[src/rtl/plpr_pkg.sv]
// shared types, constants and register codes for the power limit pwm ramp
package plpr_pkg;

  localparam int unsigned DutyW   = 6;
  localparam int unsigned TimeW   = 32;
  localparam int unsigned CurW    = 16;
  localparam int unsigned PwrW    = 20;
  localparam int unsigned CfgW    = 16;
  localparam int unsigned CfgIdxW = 3;

  // duty codes
  localparam logic [DutyW-1:0] DutyJump   = 6'd16;
  localparam logic [DutyW-1:0] DutyTop    = 6'd31;
  localparam logic [DutyW-1:0] DutyStatic = 6'd32;

  // fast ramp interval in ms
  localparam logic [CfgW-1:0] FastPeriodMs = 16'd2;

  // power limits in mW
  localparam logic [PwrW-1:0] LimFullMw = 20'd100000;
  localparam logic [PwrW-1:0] Lim3qMw   = 20'd75000;
  localparam logic [PwrW-1:0] LimHalfMw = 20'd50000;

  // reset values of the configuration registers
  localparam logic [1:0]      RstPowerMode    = 2'd0;
  localparam logic [CfgW-1:0] RstShortThrMa   = 16'd5800;
  localparam logic [CfgW-1:0] RstShortTimeMs  = 16'd100;
  localparam logic [CfgW-1:0] RstUpdPeriodMs  = 16'd20;
  localparam logic [CfgW-1:0] RstCurLimitMa   = 16'd5200;
  localparam logic            RstCurLimitEn   = 1'b1;

  typedef enum logic [1:0] {
    CmdTick    = 2'd0,
    CmdForce   = 2'd1,
    CmdRelease = 2'd2
  } cmd_e;

  typedef enum logic [1:0] {
    Mode100W = 2'd0,
    Mode75W  = 2'd1,
    Mode50W  = 2'd2
  } power_mode_e;

  typedef enum logic [CfgIdxW-1:0] {
    RegPowerMode   = 3'd0,
    RegShortThr    = 3'd1,
    RegShortTime   = 3'd2,
    RegUpdPeriod   = 3'd3,
    RegCurLimit    = 3'd4,
    RegCurLimitEn  = 3'd5
  } reg_idx_e;

  typedef struct packed {
    logic [1:0]      power_mode;
    logic [CfgW-1:0] short_thr_ma;
    logic [CfgW-1:0] short_time_ms;
    logic [CfgW-1:0] upd_period_ms;
    logic [CfgW-1:0] cur_limit_ma;
    logic            cur_limit_en;
  } cfg_t;

endpackage

[src/rtl/plpr_cfg_regs.sv]
// configuration register file of the power limit pwm ramp
module plpr_cfg_regs (
  input  logic                          clk_i,
  input  logic                          rst_ni,
  input  logic                          cfg_we_i,
  input  logic [plpr_pkg::CfgIdxW-1:0]  cfg_idx_i,
  input  logic [plpr_pkg::CfgW-1:0]     cfg_data_i,
  output plpr_pkg::cfg_t                cfg_o
);
  import plpr_pkg::*;

  cfg_t cfg_q, cfg_d;

  always_comb begin
    cfg_d = cfg_q;
    if (cfg_we_i) begin
      unique case (reg_idx_e'(cfg_idx_i))
        RegPowerMode: begin
          // the unused mode code leaves the limit as it is
          if (cfg_data_i[1:0] != 2'd3) begin
            cfg_d.power_mode = cfg_data_i[1:0];
          end
        end
        RegShortThr:   cfg_d.short_thr_ma  = cfg_data_i;
        RegShortTime:  cfg_d.short_time_ms = cfg_data_i;
        RegUpdPeriod:  cfg_d.upd_period_ms = cfg_data_i;
        RegCurLimit:   cfg_d.cur_limit_ma  = cfg_data_i;
        RegCurLimitEn: cfg_d.cur_limit_en  = cfg_data_i[0];
        default: ;
      endcase
    end
  end

  always_ff @(posedge clk_i or negedge rst_ni) begin
    if (!rst_ni) begin
      cfg_q.power_mode    <= RstPowerMode;
      cfg_q.short_thr_ma  <= RstShortThrMa;
      cfg_q.short_time_ms <= RstShortTimeMs;
      cfg_q.upd_period_ms <= RstUpdPeriodMs;
      cfg_q.cur_limit_ma  <= RstCurLimitMa;
      cfg_q.cur_limit_en  <= RstCurLimitEn;
    end else begin
      cfg_q <= cfg_d;
    end
  end

  assign cfg_o = cfg_q;

endmodule

[src/rtl/power_limit_pwm_ramp.sv]
// top level of the power limit pwm ramp: input stage, step logic, result register
//
// channel   | dir | handshake                    | payload
// ----------+-----+------------------------------+-----------------------------------------
// s_axis    | in  | s_axis_tvalid / s_axis_tready | tuser: cmd; tdata: now, current, power
// m_axis    | out | m_axis_tvalid / m_axis_tready | tdata: duty, limiting, fault, changed
// cfg       | in  | cfg_we_i (no wait)           | cfg_idx_i, cfg_data_i
//
// one item per cycle sustained while m_axis takes results; an item's result is offered on m_axis
// once it has passed the input register, then the single-pass step logic into the result register
// the state registers and the result register load in the same cycle, so each item
// sees the state left by the one before it
// reset clears the state, the stage valids and loads the register defaults
// a stalled m_axis holds the result; the input register still takes one more item
module power_limit_pwm_ramp (
  input  logic                          clk_i,
  input  logic                          rst_ni,
  input  logic                          s_axis_tvalid,
  output logic                          s_axis_tready,
  input  logic [71:0]                   s_axis_tdata,  // now_ms, cur_ma, power_mw
  input  logic [1:0]                    s_axis_tuser,  // cmd
  output logic                          m_axis_tvalid,
  input  logic                          m_axis_tready,
  output logic [15:0]                   m_axis_tdata,  // pwm_duty, current_limiting,
                                                       // short_fault, duty_changed
  input  logic                          cfg_we_i,
  input  logic [plpr_pkg::CfgIdxW-1:0]  cfg_idx_i,
  input  logic [plpr_pkg::CfgW-1:0]     cfg_data_i
);
  import plpr_pkg::*;

  cfg_t cfg;

  plpr_cfg_regs u_cfg (
    .clk_i      (clk_i),
    .rst_ni     (rst_ni),
    .cfg_we_i   (cfg_we_i),
    .cfg_idx_i  (cfg_idx_i),
    .cfg_data_i (cfg_data_i),
    .cfg_o      (cfg)
  );

  // input register
  logic             in_valid_q;
  logic [1:0]       in_cmd_q;
  logic [TimeW-1:0] in_now_q;
  logic [CurW-1:0]  in_cur_q;
  logic [PwrW-1:0]  in_pwr_q;

  // block state
  logic [DutyW-1:0] duty_q, duty_d;
  logic [TimeW-1:0] last_upd_q, last_upd_d;
  logic [PwrW-1:0]  prev_pwr_q, prev_pwr_d;
  logic [CurW-1:0]  prev_cur_q, prev_cur_d;
  logic [TimeW-1:0] short_start_q, short_start_d;
  logic             short_timing_q, short_timing_d;
  logic             forced_q, forced_d;
  logic             limiting_q, limiting_d;
  logic             fault_q, fault_d;

  // result register
  logic             out_valid_q;
  logic [DutyW-1:0] out_duty_q;
  logic             out_lim_q;
  logic             out_fault_q;
  logic             out_chg_q;

  logic step_en;
  logic in_take;

  assign step_en       = in_valid_q && (!out_valid_q || m_axis_tready);
  assign s_axis_tready = !in_valid_q || step_en;
  assign in_take       = s_axis_tvalid && s_axis_tready;

  // compares on the registered item
  logic [PwrW-1:0]  pwr_lim;
  logic             over_thr;
  logic             short_done;
  logic             up_pwr;
  logic             cur_hit;
  logic             ramp_up;
  logic [CfgW-1:0]  period;
  logic             period_done;
  logic [TimeW-1:0] short_age;
  logic [TimeW-1:0] upd_age;
  logic [DutyW-1:0] duty_ramp;

  always_comb begin
    unique case (power_mode_e'(cfg.power_mode))
      Mode50W: pwr_lim = LimHalfMw;
      Mode75W: pwr_lim = Lim3qMw;
      default: pwr_lim = LimFullMw;
    endcase
  end

  assign over_thr    = in_cur_q > cfg.short_thr_ma;
  assign short_age   = in_now_q - short_start_q;
  assign short_done  = short_age >= {{(TimeW-CfgW){1'b0}}, cfg.short_time_ms};
  assign up_pwr      = (in_pwr_q > pwr_lim) || (prev_pwr_q > pwr_lim);
  assign cur_hit     = cfg.cur_limit_en &&
                       ((in_cur_q >= cfg.cur_limit_ma) || (prev_cur_q >= cfg.cur_limit_ma));
  assign ramp_up     = up_pwr || cur_hit;
  assign period      = ramp_up ? FastPeriodMs : cfg.upd_period_ms;
  assign upd_age     = in_now_q - last_upd_q;
  assign period_done = upd_age >= {{(TimeW-CfgW){1'b0}}, period};

  // fast ramp jumps to mid scale then climbs; 31 and static high hold; else the duty steps down to zero
  always_comb begin
    if (ramp_up) begin
      if (duty_q < DutyJump) begin
        duty_ramp = DutyJump;
      end else if (duty_q < DutyTop) begin
        duty_ramp = duty_q + 6'd1;
      end else begin
        duty_ramp = duty_q;
      end
    end else if (duty_q != '0) begin
      duty_ramp = duty_q - 6'd1;
    end else begin
      duty_ramp = duty_q;
    end
  end

  always_comb begin
    duty_d         = duty_q;
    last_upd_d     = last_upd_q;
    prev_pwr_d     = prev_pwr_q;
    prev_cur_d     = prev_cur_q;
    short_start_d  = short_start_q;
    short_timing_d = short_timing_q;
    forced_d       = forced_q;
    limiting_d     = limiting_q;
    fault_d        = fault_q;
    if (step_en && !fault_q) begin
      unique case (cmd_e'(in_cmd_q))
        CmdTick: begin
          if (over_thr) begin
            if (!short_timing_q) begin
              short_start_d  = in_now_q;
              short_timing_d = 1'b1;
            end else if (short_done) begin
              fault_d = 1'b1;
            end
          end else begin
            short_timing_d = 1'b0;
          end
          // the latching tick does nothing more
          if (!(over_thr && short_timing_q && short_done)) begin
            if (forced_q) begin
              limiting_d = 1'b0;
            end else begin
              prev_pwr_d = in_pwr_q;
              limiting_d = cur_hit;
              if (cfg.cur_limit_en) begin
                prev_cur_d = in_cur_q;
              end
              if (period_done) begin
                last_upd_d = in_now_q;
                duty_d     = duty_ramp;
              end
            end
          end
        end
        CmdForce: begin
          forced_d   = 1'b1;
          limiting_d = 1'b0;
          duty_d     = DutyStatic;
        end
        CmdRelease: begin
          if (forced_q) begin
            duty_d     = DutyTop;
            last_upd_d = in_now_q;
            forced_d   = 1'b0;
          end
        end
        default: ;
      endcase
    end
  end

  always_ff @(posedge clk_i or negedge rst_ni) begin
    if (!rst_ni) begin
      in_valid_q     <= 1'b0;
      out_valid_q    <= 1'b0;
      duty_q         <= '0;
      last_upd_q     <= '0;
      prev_pwr_q     <= '0;
      prev_cur_q     <= '0;
      short_start_q  <= '0;
      short_timing_q <= 1'b0;
      forced_q       <= 1'b0;
      limiting_q     <= 1'b0;
      fault_q        <= 1'b0;
    end else begin
      if (in_take) begin
        in_valid_q <= 1'b1;
      end else if (step_en) begin
        in_valid_q <= 1'b0;
      end
      if (step_en) begin
        out_valid_q <= 1'b1;
      end else if (m_axis_tready) begin
        out_valid_q <= 1'b0;
      end
      duty_q         <= duty_d;
      last_upd_q     <= last_upd_d;
      prev_pwr_q     <= prev_pwr_d;
      prev_cur_q     <= prev_cur_d;
      short_start_q  <= short_start_d;
      short_timing_q <= short_timing_d;
      forced_q       <= forced_d;
      limiting_q     <= limiting_d;
      fault_q        <= fault_d;
    end
  end

  // payload registers
  always_ff @(posedge clk_i) begin
    if (in_take) begin
      in_cmd_q <= s_axis_tuser;
      in_now_q <= s_axis_tdata[31:0];
      in_cur_q <= s_axis_tdata[47:32];
      in_pwr_q <= s_axis_tdata[67:48];
    end
    if (step_en) begin
      out_duty_q  <= duty_d;
      out_lim_q   <= limiting_d;
      out_fault_q <= fault_d;
      out_chg_q   <= duty_d != duty_q;
    end
  end

  assign m_axis_tvalid = out_valid_q;
  assign m_axis_tdata  = {7'b0, out_chg_q, out_fault_q, out_lim_q, out_duty_q};

  duty_range_a: assert property (@(posedge clk_i) disable iff (!rst_ni)
    duty_q <= DutyStatic)
    else $error("duty above static high");

  fault_sticky_a: assert property (@(posedge clk_i) disable iff (!rst_ni)
    fault_q |=> fault_q && $stable(duty_q))
    else $error("state moved after fault latched");

  forced_static_a: assert property (@(posedge clk_i) disable iff (!rst_ni)
    forced_q |-> (duty_q == DutyStatic) && !limiting_q)
    else $error("forced minimum without static high");

  step_result_a: assert property (@(posedge clk_i) disable iff (!rst_ni)
    step_en |=> out_valid_q)
    else $error("stepped item produced no result");

  in_hold_a: assert property (@(posedge clk_i) disable iff (!rst_ni)
    (in_valid_q && !step_en) |=> in_valid_q && $stable(in_now_q) && $stable(in_cmd_q))
    else $error("stalled item lost in the input register");

endmodule
[config.mk]
export PLATFORM = sky130hd
export DESIGN_NAME = power_limit_pwm_ramp
export DESIGN_NICKNAME = d
export VERILOG_FILES = /design/src/rtl/plpr_pkg.sv /design/src/rtl/plpr_cfg_regs.sv /design/src/rtl/power_limit_pwm_ramp.sv
export SDC_FILE = /design/constraint.sdc
export NUM_CORES = 1
export LEC_CHECK = 0
export BUFFER_PORTS_ARGS = -buffer_cell sky130_fd_sc_hd__buf_2
export CORE_MARGIN = 5
export CORE_UTILIZATION = 30
export CTS_CLUSTER_SIZE = 10
export DETAILED_ROUTE_END_ITERATION = 16
export GPL_TIMING_DRIVEN = 1
export PLACE_DENSITY = 0.51
export RECOVER_POWER = 25
export SLEW_MARGIN = 20
export SYNTH_ARGS = -nofsm -noshare
export SYNTH_HDL_FRONTEND = slang
export SYNTH_HIERARCHICAL = 1
export SYNTH_SLANG_ARGS = --single-unit
[constraint.sdc]
create_clock -name clk_i -period 6.7 [get_ports clk_i]
set_input_delay 0.67 -clock clk_i [delete_from_list [all_inputs] [get_ports clk_i]]
set_output_delay 0.67 -clock clk_i [all_outputs]
set_load 0.01 [all_outputs]
==> results.json <==
{
  "die_x_um": 245,
  "status": "finished, violations left",
  "insertion_delay_ps": 580,
  "async_flop_share_pct": 69.4,
  "die_y_um": 245,
  "drc_errors": 0,
  "synth_edf_count": 79,
  "vias": 11900,
  "viasPerCell": 4.87,
  "clock-sinks": 258,
  "final_layout_size_suffix_gt1_share_pct": 20.8,
  "num_rows": 86,
  "crit_fanout": 17,
  "routedWlPerCell_um": 16.9,
  "setup-tns-final_ps": 0,
  "drv_cap": 1,
  "drt.antenna.violating_nets": 0,
  "cp_common_cell": "ha_1",
  "p_per_area_mw_per_mm2": 419,
  "die-area_mm2": 0.0602,
  "internal_power_mw": 4.80,
  "cts_made_buffers": 31,
  "ys.flop_type": "dfrtp_1",
  "netlist_area_mm2": 0.0166,
  "grtUsageTotal_pct": 13.4,
  "drt_iter0_markers": 628,
  "final-setup-viol-count": 0,
  "wirelength_um": 41400,
  "core_area_mm2": 0.0550,
  "finalClockSkew_ps": 14.8,
  "h-tree-depth": 1,
  "crit_slowest_cell": "or4_1",
  "crit_type": "flip-flop to flip-flop",
  "synth_seq_cells": 258,
  "switchingPower_mw": 3.11,
  "worst_pin_slew_ps": 5140,
  "sequentialPowerShare_pct": 30.4,
  "clkTransAtPathRegs_ps": 60,
  "p_clk_share_pct": 20.2,
  "max_freq_ghz": 0.158,
  "relSlewSlack_pct": -243,
  "syn2layout_area_growth_pct": 13.6,
  "antenna_found_initial": 6,
  "required_ps": 7160,
  "critPathMaxStageDelay_ps": 510,
  "finalMaxSlewViolations": 110,
  "ys_types": 86,
  "start_util_pct": 30.2,
  "port-buffer-count": 104,
  "p_comb_share_pct": 49.4,
  "failed_checks": "capacitance limit, slew limit",
  "ys_warn_count": 6,
  "finalHoldViolCount": 0,
  "postCtsHoldBufs": 0,
  "fin_crit_ps": 6310,
  "start_kind": "flip-flop",
  "num-nets-final": 1939,
  "setup.worst_path.end_class": "flip-flop",
  "grt-ovfl-total": 0,
  "sw_frac_of_total_pct": 39.3,
  "ios": 116,
  "synth.avg_cell_area_um2": 10.6,
  "final_area_mm2": 0.0189,
  "hpwl_um": 31100,
  "min_path_type": "primary input to flip-flop",
  "root_buffer": "clkbuf_16",
  "placed_area_mm2": 0.0179,
  "syn_inst": 1564,
  "place_congestion": 0.836,
  "cts_tree": "yes",
  "crit_arrival_ps": 6780,
  "fill_cells": 5563,
  "firstDrtPassIters": 5,
  "grt_max_degree": 110,
  "grt_pass1_vias": 12100,
  "vdd_drop_max_uv": 220,
  "p_leak_nw": 8.32,
  "ctsLongestPathBuffers": 3,
  "synth-seq-area-share_pct": 41.3,
  "period_share_pct": 94.2,
  "grt_first_pass_wirelength_um": 66000
}
==> Yosys cell counts, types with 5 or more instances <==
cell / count / share of area, %
ha_1: 170 / 13
dfrtp_1: 163 / 25
inv_1: 142 / 3.2
mux2_2: 138 / 9.4
nand2_1: 109 / 2.5
a21oi_1: 104 / 3.1
edfxtp_1: 79 / 14
o21ai_0: 68 / 2.0
nor2_1: 67 / 1.5
a21o_1: 34 / 1.5
mux2_4: 30 / 2.7
xnor2_1: 29 / 1.5
nand3_1: 26 / 0.78
clkbuf_1: 25 / 0.56
nand4_1: 24 / 0.90
o21a_1: 19 / 0.86
nor2b_1: 18 / 0.68
nor3_1: 18 / 0.54
xor2_1: 18 / 0.95
nand2b_1: 17 / 0.64
o211ai_1: 17 / 0.77
dfstp_2: 16 / 2.5
a211oi_1: 14 / 0.63
mux2i_1: 12 / 0.72
buf_4: 11 / 0.50
buf_2: 10 / 0.30
a221oi_1: 9 / 0.47
a31oi_1: 9 / 0.34
and3_1: 9 / 0.34
nor4_1: 9 / 0.34
or3_1: 9 / 0.34
a21boi_0: 7 / 0.32
and2_1: 7 / 0.26
o2111ai_1: 7 / 0.37
o21bai_1: 7 / 0.32
o22ai_1: 7 / 0.26
a211o_1: 6 / 0.32
nor3b_1: 6 / 0.27
a2111oi_0: 5 / 0.26
nand3b_1: 5 / 0.23
nand4b_1: 5 / 0.26
o221ai_1: 5 / 0.26
==> placed cells by master, fill, tap and decap left out, drive strengths merged, types with 6 or more instances in the layout <==
master,synthesis,final
o211ai,17,17
ha,170,170
nor4,10,10
a21boi,7,7
a211oi,16,16
a21oi,105,105
dfrtp,163,163
conb,1,7
o21ai,70,70
a21o,35,35
o22ai,7,7
o21a,19,19
nand4b,6,6
nand2,109,109
nor2,67,67
mux2i,12,12
and3,9,9
o2111ai,7,7
dfstp,16,16
edfxtp,79,79
or3,9,9
nand2b,18,18
a211o,6,6
a221oi,10,10
nor2b,18,18
xor2,18,18
inv,142,143
a31oi,9,9
and2,7,7
nor3,19,19
nor3b,8,8
o21bai,7,7
clkbuf,25,66
nand4,24,24
buf,30,108
xnor2,29,29
nand3,27,27
mux2,168,168
==> flip-flops by register name, summed over array words and instances, names as in the netlist, 6 cells and up <==
register,flops
short_start_q,32
prev_cur_q,16
last_upd_q,32
prev_pwr_q,20
out_duty_q,6
in_now_q,32
u_cfg/cfg_o,67
in_pwr_q,20
in_cur_q,16
duty_q,6
==> metal layers <==
metal	global-route usage (%)	up-vias	share of wire [%]
met5	0	-	0.099
met4	2.41	6	1.7
met3	2.62	54	4.6
met2	23.1	206	47
met1	17.9	5726	46
li1	-	5916	-
==> cell type report <==
type / instances / area, µm² / area share, %
multi-input combinational: 1115 / 8900 / 47.2
sequential: 258 / 6870 / 36.4
tap: 748 / 936 / 4.96
clock buffer: 54 / 912 / 4.83
timing repair buffer: 121 / 673 / 3.57
inverter: 142 / 533 / 2.82
clock inverter: 3 / 43.8 / 0.232
antenna: 3 / 7.51 / 0.0398
==> critical path, delay by kind of cell (launching register included) <==
| family | cells | cell delay, ps |
|---|---|---|
| AO/OA/AOI/OAI | 7 | 1550 |
| adder cells (fa/ha/maj) | 3 | 980 |
| buffers and inverters | 4 | 670 |
| flip-flops | 1 | 370 |
| multiplexers | 1 | 320 |
| AND/OR/NAND/NOR | 10 | 2270 |
==> path summary, 6_finish.rpt <==
kind	start	end	slack (ps)	cells past startpoint
max	u_cfg/cfg_o[65]	last_upd_q[5]	390	25
max in group asynchronous	rst_ni	forced_q	1590	2
min reg2reg	prev_pwr_q[3]	prev_pwr_q[3]	480	2
min	s_axis_tdata[42]	in_cur_q[10]	270	1
max reg2reg	u_cfg/cfg_o[65]	last_upd_q[5]	390	25
min in group asynchronous	rst_ni	short_start_q[21]	2080	1
==> stage by stage <==
stage | worst slack [ps] | instances | hold WS [ps] | util, % | power [mW]
after floorplan | 616 | 1570 | 374 | - | 5.36
after global placement | 343 | 2381 | 466 | 32.5 | 6.24
after detailed placement | 323 | 2381 | 474 | 32.5 | 6.31
after CTS | 264 | 2438 | 216 | 34.3 | 8.00
after global routing | -2.61 | 2442 | 221 | 34.3 | 8.62
final | 386 | 2444 | 265 | 34.3 | 7.91
==> logic make-up after synthesis <==
| kind of cell | synth area share (%) |
|---|---|
| flops | 41.3 |
| compound gates | 14.1 |
| other cells | 0.0226 |
| fa+ha+maj | 13.0 |
| buf+inv | 5.27 |
| mux | 12.8 |
| xor+xnor | 2.48 |
| simple gates | 11.0 |
==> power by group through the flow <==
stage               Sequential, mW  Clock (mW)  Combinational [mW]
finish                        2.41        1.60                3.91
global route                  2.46        1.74                4.43
CTS                           2.41        1.68                3.91
detailed placement            2.43           0                3.87
global placement              2.43           0                3.82
floorplan                     2.30           0                3.06
==> timing repair <==
item / CTS / global route
gates resized for setup: 0 / 0
setup endpoints to repair: 0 / 42
setup buffers: 0 / 2
Note: power is estimated with default switching activity, not from simulation.
